--- config.mk ---
export PLATFORM = sky130hd
export DESIGN_NAME = tcw_useq
export DESIGN_NICKNAME = d
export VERILOG_FILES = /design/src/rtl/tcw_pkg.sv /design/src/rtl/tcw_useq.sv
export SDC_FILE = /design/constraint.sdc
export NUM_CORES = 1
export LEC_CHECK = 0
export BUFFER_PORTS_ARGS = -buffer_cell sky130_fd_sc_hd__buf_2
export CAP_MARGIN = 20
export CELL_PAD_IN_SITES_DETAIL_PLACEMENT = 1
export CELL_PAD_IN_SITES_GLOBAL_PLACEMENT = 2
export CORE_AREA = 3 3 73 75
export DETAILED_ROUTE_END_ITERATION = 8
export DIE_AREA = 0 0 76 78
export PLACE_DENSITY = 0.94
export SLEW_MARGIN = 20
export SYNTH_ARGS = -nofsm -noshare
export SYNTH_HDL_FRONTEND = slang
export SYNTH_SLANG_ARGS = --single-unit
--- constraint.sdc ---
create_clock -name clk -period 6.9 [get_ports clk]
set_input_delay 1.035 -clock clk [delete_from_list [all_inputs] [get_ports clk]]
set_output_delay 1.035 -clock clk [all_outputs]
set_load 0.05 [all_outputs]
--- src/rtl/tcw_pkg.sv ---
`timescale 1ns / 1ps
`default_nettype none
// ----------------------------------------------------------------------------
// tcw_pkg: text console writer shared definitions
// Screen geometry, character codes, microcode word layout and entry decode.
// ----------------------------------------------------------------------------
package tcw_pkg;

	localparam int COLUMNS    = 80;
	localparam int ROWS       = 25;
	localparam int TAB_SPACES = 5;
	localparam int CELL_COUNT = ROWS * COLUMNS;
	localparam int COPY_COUNT = (ROWS - 1) * COLUMNS;

	localparam int ADDR_W = $clog2(CELL_COUNT);
	localparam int POS_W  = $clog2(CELL_COUNT + 1);
	localparam int TAB_W  = $clog2(TAB_SPACES + 1);
	localparam int UPC_W  = 5;

	localparam int MODE_W  = 2;
	localparam int CHAR_W  = 8;
	localparam int IDX_W   = 11;
	localparam int CURS_W  = 11;
	localparam int CELL_W  = 16;
	localparam int COLOR_W = 4;

	localparam logic [CHAR_W-1:0] CH_TAB     = 8'd9;
	localparam logic [CHAR_W-1:0] CH_NEWLINE = 8'd10;
	localparam logic [CHAR_W-1:0] CH_RETURN  = 8'd13;
	localparam logic [CHAR_W-1:0] CH_ESCAPE  = 8'd27;
	localparam logic [CHAR_W-1:0] CH_SPACE   = 8'd32;
	localparam logic [CELL_W-1:0] BLANK_CELL = 16'h0F20;

	typedef enum logic [MODE_W-1:0] {
		MODE_WRITE = 2'd0,
		MODE_READ  = 2'd1,
		MODE_CLEAR = 2'd2
	} mode_t;

	typedef enum logic {
		REG_FOREGROUND = 1'b0,
		REG_BACKGROUND = 1'b1
	} reg_idx_t;

	typedef logic [UPC_W-1:0] upc_t;

	localparam upc_t UA_IDLE     = 5'd0;
	localparam upc_t UA_RD       = 5'd1;
	localparam upc_t UA_RD_EMIT  = 5'd2;
	localparam upc_t UA_CLR      = 5'd3;
	localparam upc_t UA_CLR_LOOP = 5'd4;
	localparam upc_t UA_CLR_EMIT = 5'd5;
	localparam upc_t UA_NOP      = 5'd6;
	localparam upc_t UA_NL       = 5'd7;
	localparam upc_t UA_NL_EMIT  = 5'd8;
	localparam upc_t UA_PR       = 5'd9;
	localparam upc_t UA_PR_WR    = 5'd10;
	localparam upc_t UA_PR_EMIT  = 5'd11;
	localparam upc_t UA_TB       = 5'd12;
	localparam upc_t UA_TB_WR    = 5'd13;
	localparam upc_t UA_TB_EMIT  = 5'd14;
	localparam upc_t UA_TB_END   = 5'd15;
	localparam upc_t UA_BS       = 5'd16;
	localparam upc_t UA_BS_WR    = 5'd17;
	localparam upc_t UA_BS_EMIT  = 5'd18;
	localparam upc_t UA_SC       = 5'd20;
	localparam upc_t UA_SC_RD    = 5'd21;
	localparam upc_t UA_SC_WR    = 5'd22;
	localparam upc_t UA_SC_BL    = 5'd23;
	localparam upc_t UA_SC_END   = 5'd24;

	typedef enum logic [2:0] {
		MEM_NONE,
		MEM_RD_IDX,
		MEM_RD_SHIFT,
		MEM_WR_COPY,
		MEM_WR_BLANK,
		MEM_WR_FILL,
		MEM_WR_CHAR,
		MEM_WR_BS
	} mem_op_t;

	typedef enum logic [1:0] {
		CNT_HOLD,
		CNT_CLR,
		CNT_INC
	} cnt_op_t;

	typedef enum logic [2:0] {
		POS_HOLD,
		POS_ZERO,
		POS_TAIL,
		POS_INC,
		POS_DEC
	} pos_op_t;

	typedef enum logic [1:0] {
		ECHO_NONE,
		ECHO_CHAR,
		ECHO_NEWLINE,
		ECHO_SPACE
	} echo_sel_t;

	typedef enum logic [1:0] {
		LAST_NO,
		LAST_YES,
		LAST_TAB
	} last_sel_t;

	typedef enum logic [2:0] {
		J_NEXT,
		J_GOTO,
		J_CALL,
		J_RET,
		J_DONE
	} jmp_t;

	typedef enum logic [2:0] {
		C_TRUE,
		C_COPY_MORE,
		C_FILL_MORE,
		C_POS_FULL,
		C_POS_ZERO,
		C_TAB_MORE
	} cond_t;

	typedef struct packed {
		mem_op_t   mem;
		cnt_op_t   cnt;
		pos_op_t   pos;
		logic      emit;
		echo_sel_t echo;
		logic      cell_rd;
		last_sel_t last;
		logic      tab_inc;
		logic      space;
		jmp_t      jmp;
		cond_t     cond;
		upc_t      tgt;
	} uword_t;

	typedef struct packed {
		logic copy_more;
		logic fill_more;
		logic pos_full;
		logic pos_zero;
		logic tab_more;
		logic stall;
	} flags_t;

	localparam uword_t UW_NOP = '{
		mem: MEM_NONE, cnt: CNT_HOLD, pos: POS_HOLD, emit: 1'b0, echo: ECHO_NONE,
		cell_rd: 1'b0, last: LAST_NO, tab_inc: 1'b0, space: 1'b0,
		jmp: J_NEXT, cond: C_TRUE, tgt: UA_IDLE
	};

	function automatic upc_t entry_of(input logic [MODE_W-1:0] mode,
		input logic [CHAR_W-1:0] ch);
		upc_t ua;
		ua = UA_NOP;
		unique case (mode)
			MODE_READ:  ua = UA_RD;
			MODE_CLEAR: ua = UA_CLR;
			MODE_WRITE: begin
				case (ch) inside
					CH_NEWLINE, CH_RETURN: ua = UA_NL;
					CH_TAB:                ua = UA_TB;
					CH_ESCAPE:             ua = UA_BS;
					default:               ua = UA_PR;
				endcase
			end
			default: ua = UA_NOP;
		endcase
		return ua;
	endfunction

endpackage
`default_nettype wire

--- src/rtl/tcw_useq.sv ---
`timescale 1ns / 1ps
`default_nettype none
// ----------------------------------------------------------------------------
// tcw_useq: microcode sequencer
// Control store, step counter, one-level call/return and conditional jumps.
// ----------------------------------------------------------------------------
module tcw_useq import tcw_pkg::*; (
	input  wire logic   clk,
	input  wire logic   arst_n,
	input  wire logic   start,
	input  wire upc_t   entry,
	input  wire flags_t flags,
	output uword_t      uw,
	output logic        idle
);

	upc_t upc_q;
	upc_t ret_q;
	upc_t upc_inc;
	logic taken;

	function automatic uword_t ucode(input upc_t ua);
		uword_t w;
		w = UW_NOP;
		unique case (ua)
			UA_RD:       w.mem = MEM_RD_IDX;
			UA_RD_EMIT: begin
				w.emit = 1'b1; w.cell_rd = 1'b1; w.last = LAST_YES; w.jmp = J_DONE;
			end
			UA_CLR: begin
				w.cnt = CNT_CLR; w.pos = POS_ZERO;
			end
			UA_CLR_LOOP: begin
				w.mem = MEM_WR_FILL; w.cnt = CNT_INC;
				w.jmp = J_GOTO; w.cond = C_FILL_MORE; w.tgt = UA_CLR_LOOP;
			end
			UA_CLR_EMIT, UA_NOP, UA_BS_EMIT: begin
				w.emit = 1'b1; w.last = LAST_YES; w.jmp = J_DONE;
			end
			UA_NL: begin
				w.jmp = J_CALL; w.tgt = UA_SC;
			end
			UA_NL_EMIT: begin
				w.emit = 1'b1; w.echo = ECHO_NEWLINE; w.last = LAST_YES; w.jmp = J_DONE;
			end
			UA_PR, UA_TB: begin
				w.jmp = J_CALL; w.cond = C_POS_FULL; w.tgt = UA_SC;
			end
			UA_PR_WR: begin
				w.mem = MEM_WR_CHAR; w.pos = POS_INC;
			end
			UA_PR_EMIT: begin
				w.emit = 1'b1; w.echo = ECHO_CHAR; w.last = LAST_YES; w.jmp = J_DONE;
			end
			UA_TB_WR: begin
				w.mem = MEM_WR_CHAR; w.space = 1'b1; w.pos = POS_INC;
			end
			UA_TB_EMIT: begin
				w.emit = 1'b1; w.echo = ECHO_SPACE; w.last = LAST_TAB; w.tab_inc = 1'b1;
				w.jmp = J_GOTO; w.cond = C_TAB_MORE; w.tgt = UA_TB;
			end
			UA_TB_END:   w.jmp = J_DONE;
			UA_BS: begin
				w.jmp = J_GOTO; w.cond = C_POS_ZERO; w.tgt = UA_BS_EMIT;
			end
			UA_BS_WR: begin
				w.mem = MEM_WR_BS; w.pos = POS_DEC;
			end
			UA_SC:       w.cnt = CNT_CLR;
			UA_SC_RD:    w.mem = MEM_RD_SHIFT;
			UA_SC_WR: begin
				w.mem = MEM_WR_COPY; w.cnt = CNT_INC;
				w.jmp = J_GOTO; w.cond = C_COPY_MORE; w.tgt = UA_SC_RD;
			end
			UA_SC_BL: begin
				w.mem = MEM_WR_BLANK; w.cnt = CNT_INC;
				w.jmp = J_GOTO; w.cond = C_FILL_MORE; w.tgt = UA_SC_BL;
			end
			UA_SC_END: begin
				w.pos = POS_TAIL; w.jmp = J_RET;
			end
			default:     w = UW_NOP;
		endcase
		return w;
	endfunction

	assign uw      = ucode(upc_q);
	assign idle    = (upc_q == UA_IDLE);
	assign upc_inc = upc_q + UPC_W'(1);

	always_comb begin
		unique case (uw.cond)
			C_TRUE:      taken = 1'b1;
			C_COPY_MORE: taken = flags.copy_more;
			C_FILL_MORE: taken = flags.fill_more;
			C_POS_FULL:  taken = flags.pos_full;
			C_POS_ZERO:  taken = flags.pos_zero;
			C_TAB_MORE:  taken = flags.tab_more;
			default:     taken = 1'b0;
		endcase
	end

	always_ff @(posedge clk or negedge arst_n) begin
		if (!arst_n) begin
			upc_q <= UA_IDLE;
			ret_q <= UA_IDLE;
		end else if (idle) begin
			if (start) begin
				upc_q <= entry;
			end
		end else if (!flags.stall) begin
			unique case (uw.jmp)
				J_NEXT: upc_q <= upc_inc;
				J_GOTO: upc_q <= taken ? uw.tgt : upc_inc;
				J_CALL: begin
					if (taken) begin
						ret_q <= upc_inc;
						upc_q <= uw.tgt;
					end else begin
						upc_q <= upc_inc;
					end
				end
				J_RET:  upc_q <= ret_q;
				J_DONE: upc_q <= UA_IDLE;
				default: upc_q <= UA_IDLE;
			endcase
		end
	end

endmodule
`default_nettype wire

==> impl_metrics.csv, run 1 <==
group,metric,value,unit
clock_network,hold_buffers,0,
timing,period_minus_slack,3.578,ns
final_layout,fin_area,1733,um^2
logic_synthesis,synth_edf_count,0,
global_routing,grt_pass1_vias,1592,
route,route.detailed.drc,0,
route,first_pass_iters,4,
global_routing,grt_usage,16.22,%
route,ant_nets,0,
logic_synthesis,syn_inst,197,
timing,skew,0.005008,ns
final_layout,fillers,617,
clock_network,cts_tree,"built",
timing,rsz0062_at_grt,"no",
logic_synthesis,ys_seq_area_share,17.18,%
clock_network,clk_latency,0.24,ns
logic_synthesis,synth_nets,216,
floorplanning,die-area,5928,um^2
final_layout,area_delta_synth_final,18.99,%
route,route.detailed.wl_per_inst,15.80,um
timing,drv_slew,0,
logic_synthesis,async_flop_share,100.0,%
logic_synthesis,avgSynthCellArea,7.393,um^2
logic_synthesis,yosys_warnings,0,
clock_network,cts-root-buf,"clkbuf_8",
floorplanning,io_pins,42,
logic_synthesis,post-synth-top-count-cell,"nand2_1",
clock_network,numCtsBuffers,3,
timing,setup_viol,0,
logic_synthesis,synthFlopType,"dfrtp_1",
logic_synthesis,synthTopCellsByCount,"nand2_1 (28), nor2_1 (18), inv_1 (16)",
route,dr_total_vias,1579,
floorplanning,die_w,76,um
final_layout,layout.nets,250,
clock_network,postCtsSetupRepairBufs,0,
logic_synthesis,ys_seq_elements,10,
worst_setup_path,path_cells,"nand2b_1, nor3_1, a211oi_4, inv_1, buf_2",
clock_network,htree_num_levels,1,
placement,gp_congestion,0.8418,
run,drv_cap,0,
floorplanning,core_area,4723,um^2
timing,fin_setup_tns,0,ns
placement,place.port_buffers,41,
placement,placed_area,1678,um^2
worst_setup_path,required,5.86,ns
worst_setup_path,cp.arrival,2.54,ns
logic_synthesis,ys_types,62,
placement,place_hpwl,3.685,mm
clock_network,cts_resized,0,
logic_synthesis,synth_top_area_share,17.18,%
logic_synthesis,syn-cell-area,1456,um^2
min_path,hp-class,"register to register",
clock_network,path_clk_slew,0.05,ns
floorplanning,row_count,25,
floorplanning,start_util,30.83,%
route,drt_iter0_drc,106,
clock_network,cts.sinks,10,
clock_network,clockBufferDepth,2,
worst_setup_path,worstPathMaxFanout,32,
route,drt_wl_total,4.693,mm
global_routing,grt_max_degree,33,
timing,period_share,51.85,%
route,vias_per_cell,5.316,
worst_setup_path,crit_type,"register to primary output",
final_layout,layout-drive-gt1-share,27.83,%
timing,max_freq,0.2795,GHz
outcome,status,"complete, no violations",
final_layout,diodes,0,
global_routing,grt_pass1_wl,7.886,mm
worst_setup_path,critPathCaptureType,"primary output",
global_routing,overflow,0,
logic_synthesis,synthTopCellsByArea,"dfrtp_1 (17%), nand2_1 (7.2%), nor2_1 (4.6%)",
logic_synthesis,yosysTopAreaCell,"dfrtp_1",
timing,slew_headroom,32.00,%
floorplanning,dieHeight,78,um
worst_setup_path,crit_path_start_kind,"register",
global_routing,antenna_found_initial,0,
timing,hold_viol_final,0,
timing,tightest_slew,1.020,ns
worst_setup_path,cpMaxStageDelayCell,"dfrtp_1",
worst_setup_path,slowest_delay,1.01,ns
## registers in the layout, indices dropped and copies added (netlist names)
name   cells
upc_q      5
ret_q      5
## critical path, delay by kind of cell (launching register included)
kind,cells,cell delay [ns]
compound gates,1,0.14
flops,1,1.01
buf+inv,2,0.39
simple gates,2,0.76
## final timing paths
kind	slack, ns	cells after the start	to	from
max	3.32	5	uw[10]	upc_q[2]$_DFFE_PN0P_
min	0.49	2	ret_q[1]$_DFFE_PN0P_	ret_q[1]$_DFFE_PN0P_
max reg2reg	3.66	6	ret_q[3]$_DFFE_PN0P_	upc_q[2]$_DFFE_PN0P_
min reg2reg	0.49	2	ret_q[1]$_DFFE_PN0P_	ret_q[1]$_DFFE_PN0P_
max in group asynchronous	6.06	1	upc_q[4]$_DFFE_PN0P_	arst_n
min in group asynchronous	0.64	1	ret_q[4]$_DFFE_PN0P_	arst_n
## logic make-up (layout without fill, tap and decap cells)
kind of cell / after synthesis / in the layout / share of synthesized area [%]
adder cells (fa/ha/maj): 5 / 5 / 4.296
multiplexers: 4 / 4 / 3.264
AND/OR/NAND/NOR: 81 / 81 / 30.67
XOR/XNOR: 2 / 2 / 1.203
AO/OA/AOI/OAI: 67 / 67 / 34.62
buffers and inverters: 28 / 61 / 8.763
flip-flops: 10 / 10 / 17.18
## routing by layer
layer	up-vias	wire [um]	track usage, %
met2	39	2237	28.72
met5	-	0	0
li1	781	-	-
met1	754	2223	21.10
met3	5	189	1.856
met4	0	43	3.804
## layout make-up
| cell class | instances | area [um^2] | area share, % |
|---|---|---|---|
| repair buffers | 41 | 205.2 | 11.84 |
| flip-flops and latches | 10 | 250.2 | 14.44 |
| multi-input cells | 159 | 1079 | 62.24 |
| well taps | 67 | 83.83 | 4.838 |
| inverters | 16 | 60.06 | 3.466 |
| clock buffers | 4 | 55.05 | 3.177 |
## metrics by stage
step / worst slack, ns / hold WS (ns) / cells / util [%]
final: 3.322 / 0.4916 / 297 / 36.69
after global routing: 3.093 / 0.5146 / 297 / 36.69
after CTS: 3.330 / 0.4923 / 297 / 36.69
after detailed placement: 3.572 / 0.4797 / 293 / 35.52
after global placement: 3.666 / 0.4730 / 293 / 35.52
after floorplan: 3.416 / 0.4554 / 197 / -
## layout by cell type, fill, tap and decap left out, types with 2 or more instances in the layout
cell type,Yosys,final
nand2b_1,4,4
a22oi_1,2,2
inv_1,16,16
nor2b_1,3,3
o211ai_1,2,2
dfrtp_1,10,10
a21oi_1,10,10
or2_2,3,3
buf_2,3,41
and4b_1,4,4
o22a_1,2,2
o31ai_1,2,2
o21ai_1,4,4
o21ai_0,13,13
o21a_1,2,2
a211oi_1,4,4
a31oi_1,4,4
a21o_1,2,2
nor2_1,18,18
clkbuf_8,0,4
nand2_1,28,28
nand3_1,4,4
o22ai_1,3,3
ha_1,5,5
and3_1,2,2
nor3_1,4,4
a32oi_1,2,2
Power of run 1 is left out: the tool's default activity adds up to more than one toggle a clock period on the data nets, which glitch-free logic cannot reach.
==> inputs of run 2 (changes only) <==
--- a/config.mk
+++ b/config.mk
@@ -5,14 +5,15 @@
 export SDC_FILE = /design/constraint.sdc
 export NUM_CORES = 1
 export LEC_CHECK = 0
+export ABC_AREA = 1
 export BUFFER_PORTS_ARGS = -buffer_cell sky130_fd_sc_hd__buf_2
 export CAP_MARGIN = 20
 export CELL_PAD_IN_SITES_DETAIL_PLACEMENT = 1
 export CELL_PAD_IN_SITES_GLOBAL_PLACEMENT = 2
-export CORE_AREA = 3 3 73 75
+export CORE_AREA = 3 3 76 78
 export DETAILED_ROUTE_END_ITERATION = 8
-export DIE_AREA = 0 0 76 78
-export PLACE_DENSITY = 0.94
+export DIE_AREA = 0 0 79 81
+export PLACE_DENSITY = 0.88
 export SLEW_MARGIN = 20
 export SYNTH_ARGS = -nofsm -noshare
 export SYNTH_HDL_FRONTEND = slang
==> constraint.sdc (replaced) <==
create_clock -name clk -period 3.5 [get_ports clk]
set_input_delay 0.525 -clock clk [delete_from_list [all_inputs] [get_ports clk]]
set_output_delay 0.525 -clock clk [all_outputs]
set_load 0.05 [all_outputs]
==> impl_metrics.csv, run 2 <==
group,metric,value,unit
timing,tightest_slew,0.5147,ns
timing,hold_viol_final,0,
final_layout,area_delta_synth_final,21.97,%
timing,setup_viol,0,
logic_synthesis,syn_inst,203,
worst_setup_path,startpoint,"upc_q[0]$_DFFE_PN0P_",
logic_synthesis,ys_types,32,
timing,period_share,73.33,%
final_layout,fillers,679,
worst_setup_path,crit_type,"register to primary output",
route,vias_per_cell,4.452,
timing,skew,0.002582,ns
final_layout,final_common_cell,"nand2_1",
route,route.detailed.wl_per_inst,12.88,um
floorplanning,row_count,26,
floorplanning,dieHeight,81,um
floorplanning,core_area,5140,um^2
logic_synthesis,synth_top_area_share,17.71,%
clock_network,htree_num_levels,1,
global_routing,grt_usage,13.43,%
logic_synthesis,synthTopCellsByCount,"nand2_1 (45), inv_1 (28), nor2_1 (24)",
placement,place_hpwl,3.506,mm
clock_network,numCtsBuffers,3,
placement,placed_area,1668,um^2
logic_synthesis,ys_seq_area_share,17.71,%
logic_synthesis,ys_seq_elements,10,
clock_network,cts_resized,0,
worst_setup_path,worstPathMaxFanout,8,
worst_setup_path,regToRegStartpoint,"upc_q[0]$_DFFE_PN0P_",
logic_synthesis,yosysTopAreaCell,"dfrtp_1",
final_layout,layout.nets,264,
floorplanning,start_util,27.48,%
timing,period_minus_slack,2.567,ns
logic_synthesis,avgSynthCellArea,6.959,um^2
logic_synthesis,syn-cell-area,1413,um^2
timing,rsz0062_at_grt,"no",
timing,fin_setup_tns,0,ns
global_routing,grt_max_degree,11,
clock_network,cts.sinks,10,
clock_network,postCtsSetupRepairBufs,0,
final_layout,diodes,0,
floorplanning,die_w,79,um
clock_network,cts_tree,"built",
logic_synthesis,synthFlopType,"dfrtp_1",
global_routing,overflow,0,
logic_synthesis,async_flop_share,100.0,%
clock_network,clk_latency,0.24,ns
logic_synthesis,post-synth-top-count-cell,"nand2_1",
timing,drv_slew,0,
clock_network,clockBufferDepth,2,
route,ant_nets,0,
worst_setup_path,critPathCaptureType,"primary output",
logic_synthesis,synth_nets,222,
logic_synthesis,synthTopCellsByArea,"dfrtp_1 (18%), nand2_1 (12%), inv_1 (7.4%)",
timing,slew_headroom,65.69,%
placement,gp_congestion,0.8543,
final_layout,largestRegisters,"ret_q x5, upc_q x5",
final_layout,layout-drive-gt1-share,38.11,%
route,dr_total_vias,1398,
global_routing,antenna_found_initial,0,
route,drt_iter0_drc,42,
floorplanning,die-area,6399,um^2
route,drt_wl_total,4.044,mm
route,first_pass_iters,4,
floorplanning,io_pins,42,
clock_network,hold_buffers,0,
worst_setup_path,cp.arrival,2.04,ns
clock_network,cts-root-buf,"clkbuf_8",
min_path,hp-class,"primary input to async pin",
logic_synthesis,synth_edf_count,0,
global_routing,grt_pass1_vias,1412,
run,drv_cap,0,
clock_network,path_clk_slew,0.05,ns
global_routing,grt_pass1_wl,6.803,mm
logic_synthesis,yosys_warnings,0,
worst_setup_path,crit_path_start_kind,"register",
placement,place.port_buffers,41,
timing,max_freq,0.3896,GHz
final_layout,final_cell_mix,"nand2_1 (45), buf_2 (41), inv_1 (28)",
route,route.detailed.drc,0,
outcome,status,"complete, no violations",
worst_setup_path,required,2.97,ns
timing,whs,0.1438,ns
final_layout,fin_area,1723,um^2
## run 2: worst paths after layout
path	end	slack (ns)	depth (start not counted)
worst max-delay path	uw[18]	0.93	6
worst min-delay path	ret_q[0]$_DFFE_PN0P_	0.14	1
worst max register to register	ret_q[3]$_DFFE_PN0P_	1.26	14
worst min register to register	ret_q[2]$_DFFE_PN0P_	0.49	2
max in group asynchronous	ret_q[4]$_DFFE_PN0P_	3.16	1
min in group clk	ret_q[2]$_DFFE_PN0P_	0.49	2
## run 2: kinds of logic after synthesis
family / synth area share (%)
adder cells (fa/ha/maj): 4.429
buffers and inverters: 12.75
AO/OA/AOI/OAI: 10.19
AND/OR/NAND/NOR: 54.30
XOR/XNOR: 0.6201
flip-flops: 17.71
## run 2: worst max-delay path: stages (launching register included)
cell,delay (ns)
dfrtp_1,0.47
inv_1,0.10
ha_1,0.26
o211ai_1,0.27
nand4_4,0.17
or2_2,0.32
buf_2,0.21
## run 2: layer usage
metal | vias up | wire, um | track usage (%) | part of all wire, %
met2 | 32 | 1918 | 23.74 | 47
met1 | 636 | 1883 | 16.97 | 47
li1 | 726 | - | - | -
met5 | - | 0 | 0 | 0
met4 | 0 | 40 | 4.124 | 0.99
met3 | 4 | 202 | 1.774 | 5.0
## run 2: final cells by class
cell class / instances / area, um^2 / share of cell area (%)
Clock buffer: 4 / 55.05 / 3.195
Inverter: 36 / 142.6 / 8.279
Multi-Input combinational cell: 153 / 982.2 / 57.01
Sequential cell: 10 / 250.2 / 14.52
Tap cell: 70 / 87.58 / 5.084
Timing Repair Buffer: 41 / 205.2 / 11.91
## run 2: per-stage QoR
step | std cells | util, % | worst slack, ns
after floorplan | 203 | - | 0.3922
after global placement | 310 | 32.45 | 1.205
after detailed placement | 310 | 32.45 | 1.175
after CTS | 314 | 33.52 | 0.9094
after global routing | 314 | 33.52 | 0.7202
final | 314 | 33.52 | 0.9333
Power of run 2 is left out for the same reason.
==> inputs of run 3 (changes only) <==
==> constraint.sdc (replaced) <==
create_clock -name clk -period 2.7 [get_ports clk]
set_input_delay 0.405 -clock clk [delete_from_list [all_inputs] [get_ports clk]]
set_output_delay 0.405 -clock clk [all_outputs]
set_load 0.05 [all_outputs]
==> impl_metrics.csv, run 3 (same netlist as run 2, synthesis figures left out) <==
group,metric,value,unit
outcome,status,"complete, no violations",
final_layout,largestRegisters,"ret_q x5, upc_q x5",
clock_network,postCtsSetupRepairBufs,0,
route,vias_per_cell,4.438,
worst_setup_path,cp_num_buf_inv,2,
placement,dp_cells,310,
clock_network,clockBufferDepth,2,
global_routing,grt_pass1_vias,1389,
floorplanning,row_count,26,
worst_setup_path,slowest_delay,0.47,ns
route,route.detailed.wl_per_inst,12.96,um
min_path,hp-class,"primary input to async pin",
placement,place.port_buffers,41,
timing,period_share,91.73,%
timing,rsz0062_at_grt,"no",
route,dr_total_vias,1389,
worst_setup_path,crit_type,"register to primary output",
route,route.detailed.drc,0,
floorplanning,core_area,5140,um^2
timing,setup_viol,0,
worst_setup_path,crit_path_start_kind,"register",
timing,drv_slew,0,
floorplanning,dieHeight,81,um
timing,tightest_slew,0.5793,ns
timing,max_freq,0.4038,GHz
worst_setup_path,cpMaxStageDelayCell,"dfrtp_1",
worst_setup_path,critPathCaptureType,"primary output",
clock_network,cts_tree,"built",
global_routing,overflow,0,
clock_network,cts-root-buf,"clkbuf_8",
global_routing,grt_max_degree,11,
clock_network,path_clk_slew,0.05,ns
clock_network,cts_resized,0,
clock_network,cts.sinks,10,
global_routing,grt_pass1_wl,6.782,mm
clock_network,clk_latency,0.24,ns
timing,skew,0.005545,ns
placement,gp_congestion,0.8005,
clock_network,hold_buffers,0,
final_layout,area_delta_synth_final,21.35,%
final_layout,diodes,0,
final_layout,final_util,33.35,%
final_layout,layout.cells.non_filler,313,
placement,place_hpwl,3.448,mm
final_layout,layout-drive-gt1-share,38.27,%
floorplanning,io_pins,42,
worst_setup_path,required,2.30,ns
final_layout,final_cell_mix,"nand2_1 (45), buf_2 (41), inv_1 (28)",
route,ant_nets,0,
placement,pre_cts_ws,0.4353,ns
worst_setup_path,crit_family,"simple AND/OR/NAND/NOR gates",
floorplanning,start_util,27.48,%
timing,worst_slack,0.2233,ns
worst_setup_path,path_cells,"inv_1, ha_1, o211ai_1, nand4_4, or2_2, buf_2",
global_routing,grt_usage,13.54,%
timing,period_minus_slack,2.477,ns
route,drt_wl_total,4.057,mm
route,first_pass_iters,4,
final_layout,final_common_cell,"nand2_1",
timing,fin_setup_tns,0,ns
floorplanning,die-area,6399,um^2
clock_network,htree_num_levels,1,
worst_setup_path,cp.arrival,2.07,ns
clock_network,numCtsBuffers,3,
run,drv_cap,0,
floorplanning,die_w,79,um
timing,hold_viol_final,0,
final_layout,layout.nets,264,
worst_setup_path,worstPathMaxFanout,8,
global_routing,antenna_found_initial,0,
timing,slew_headroom,61.38,%
route,drt_iter0_drc,83,
run 3: per-layer routing:
layer	GRT usage (%)	share of wire (%)	vias up
li1	-	-	721
met1	18.77	50	632
met2	21.55	44	31
met3	1.552	4.2	5
met5	0	0	-
met4	5.155	1.5	0
run 3: area by class of cell:
class                   count  area, um^2
fillers                   697        3426
flip-flops and latches     10       250.2
well taps                  70       87.58
repair buffers             41       205.2
multi-input cells         153       987.2
inverters                  36       142.6
clock buffers               3       41.29
run 3: stage by stage:
step / hold WS, ns / instance area, um^2
5_1_grt: 0.03351 / 1714
6_report: 0.02396 / 1714
2_1_floorplan: 0.1094 / 1418
4_1_cts: 0.03113 / 1714
3_5_place_dp: 0.2873 / 1673
3_3_place_gp: 0.2855 / 1673
run 3: worst paths after layout:
kind	startpoint	end	slack (ns)	depth (start not counted)
setup / recovery	upc_q[0]$_DFFE_PN0P_	uw[18]	0.22	6
hold / removal	arst_n	ret_q[4]$_DFFE_PN0P_	0.02	1
setup reg to reg	upc_q[0]$_DFFE_PN0P_	upc_q[3]$_DFFE_PN0P_	0.45	15
hold reg to reg	ret_q[2]$_DFFE_PN0P_	ret_q[2]$_DFFE_PN0P_	0.49	2
max in group asynchronous	arst_n	upc_q[2]$_DFFE_PN0P_	2.47	1
min in group clk	ret_q[2]$_DFFE_PN0P_	ret_q[2]$_DFFE_PN0P_	0.49	2
Power of run 3 is left out for the same reason.
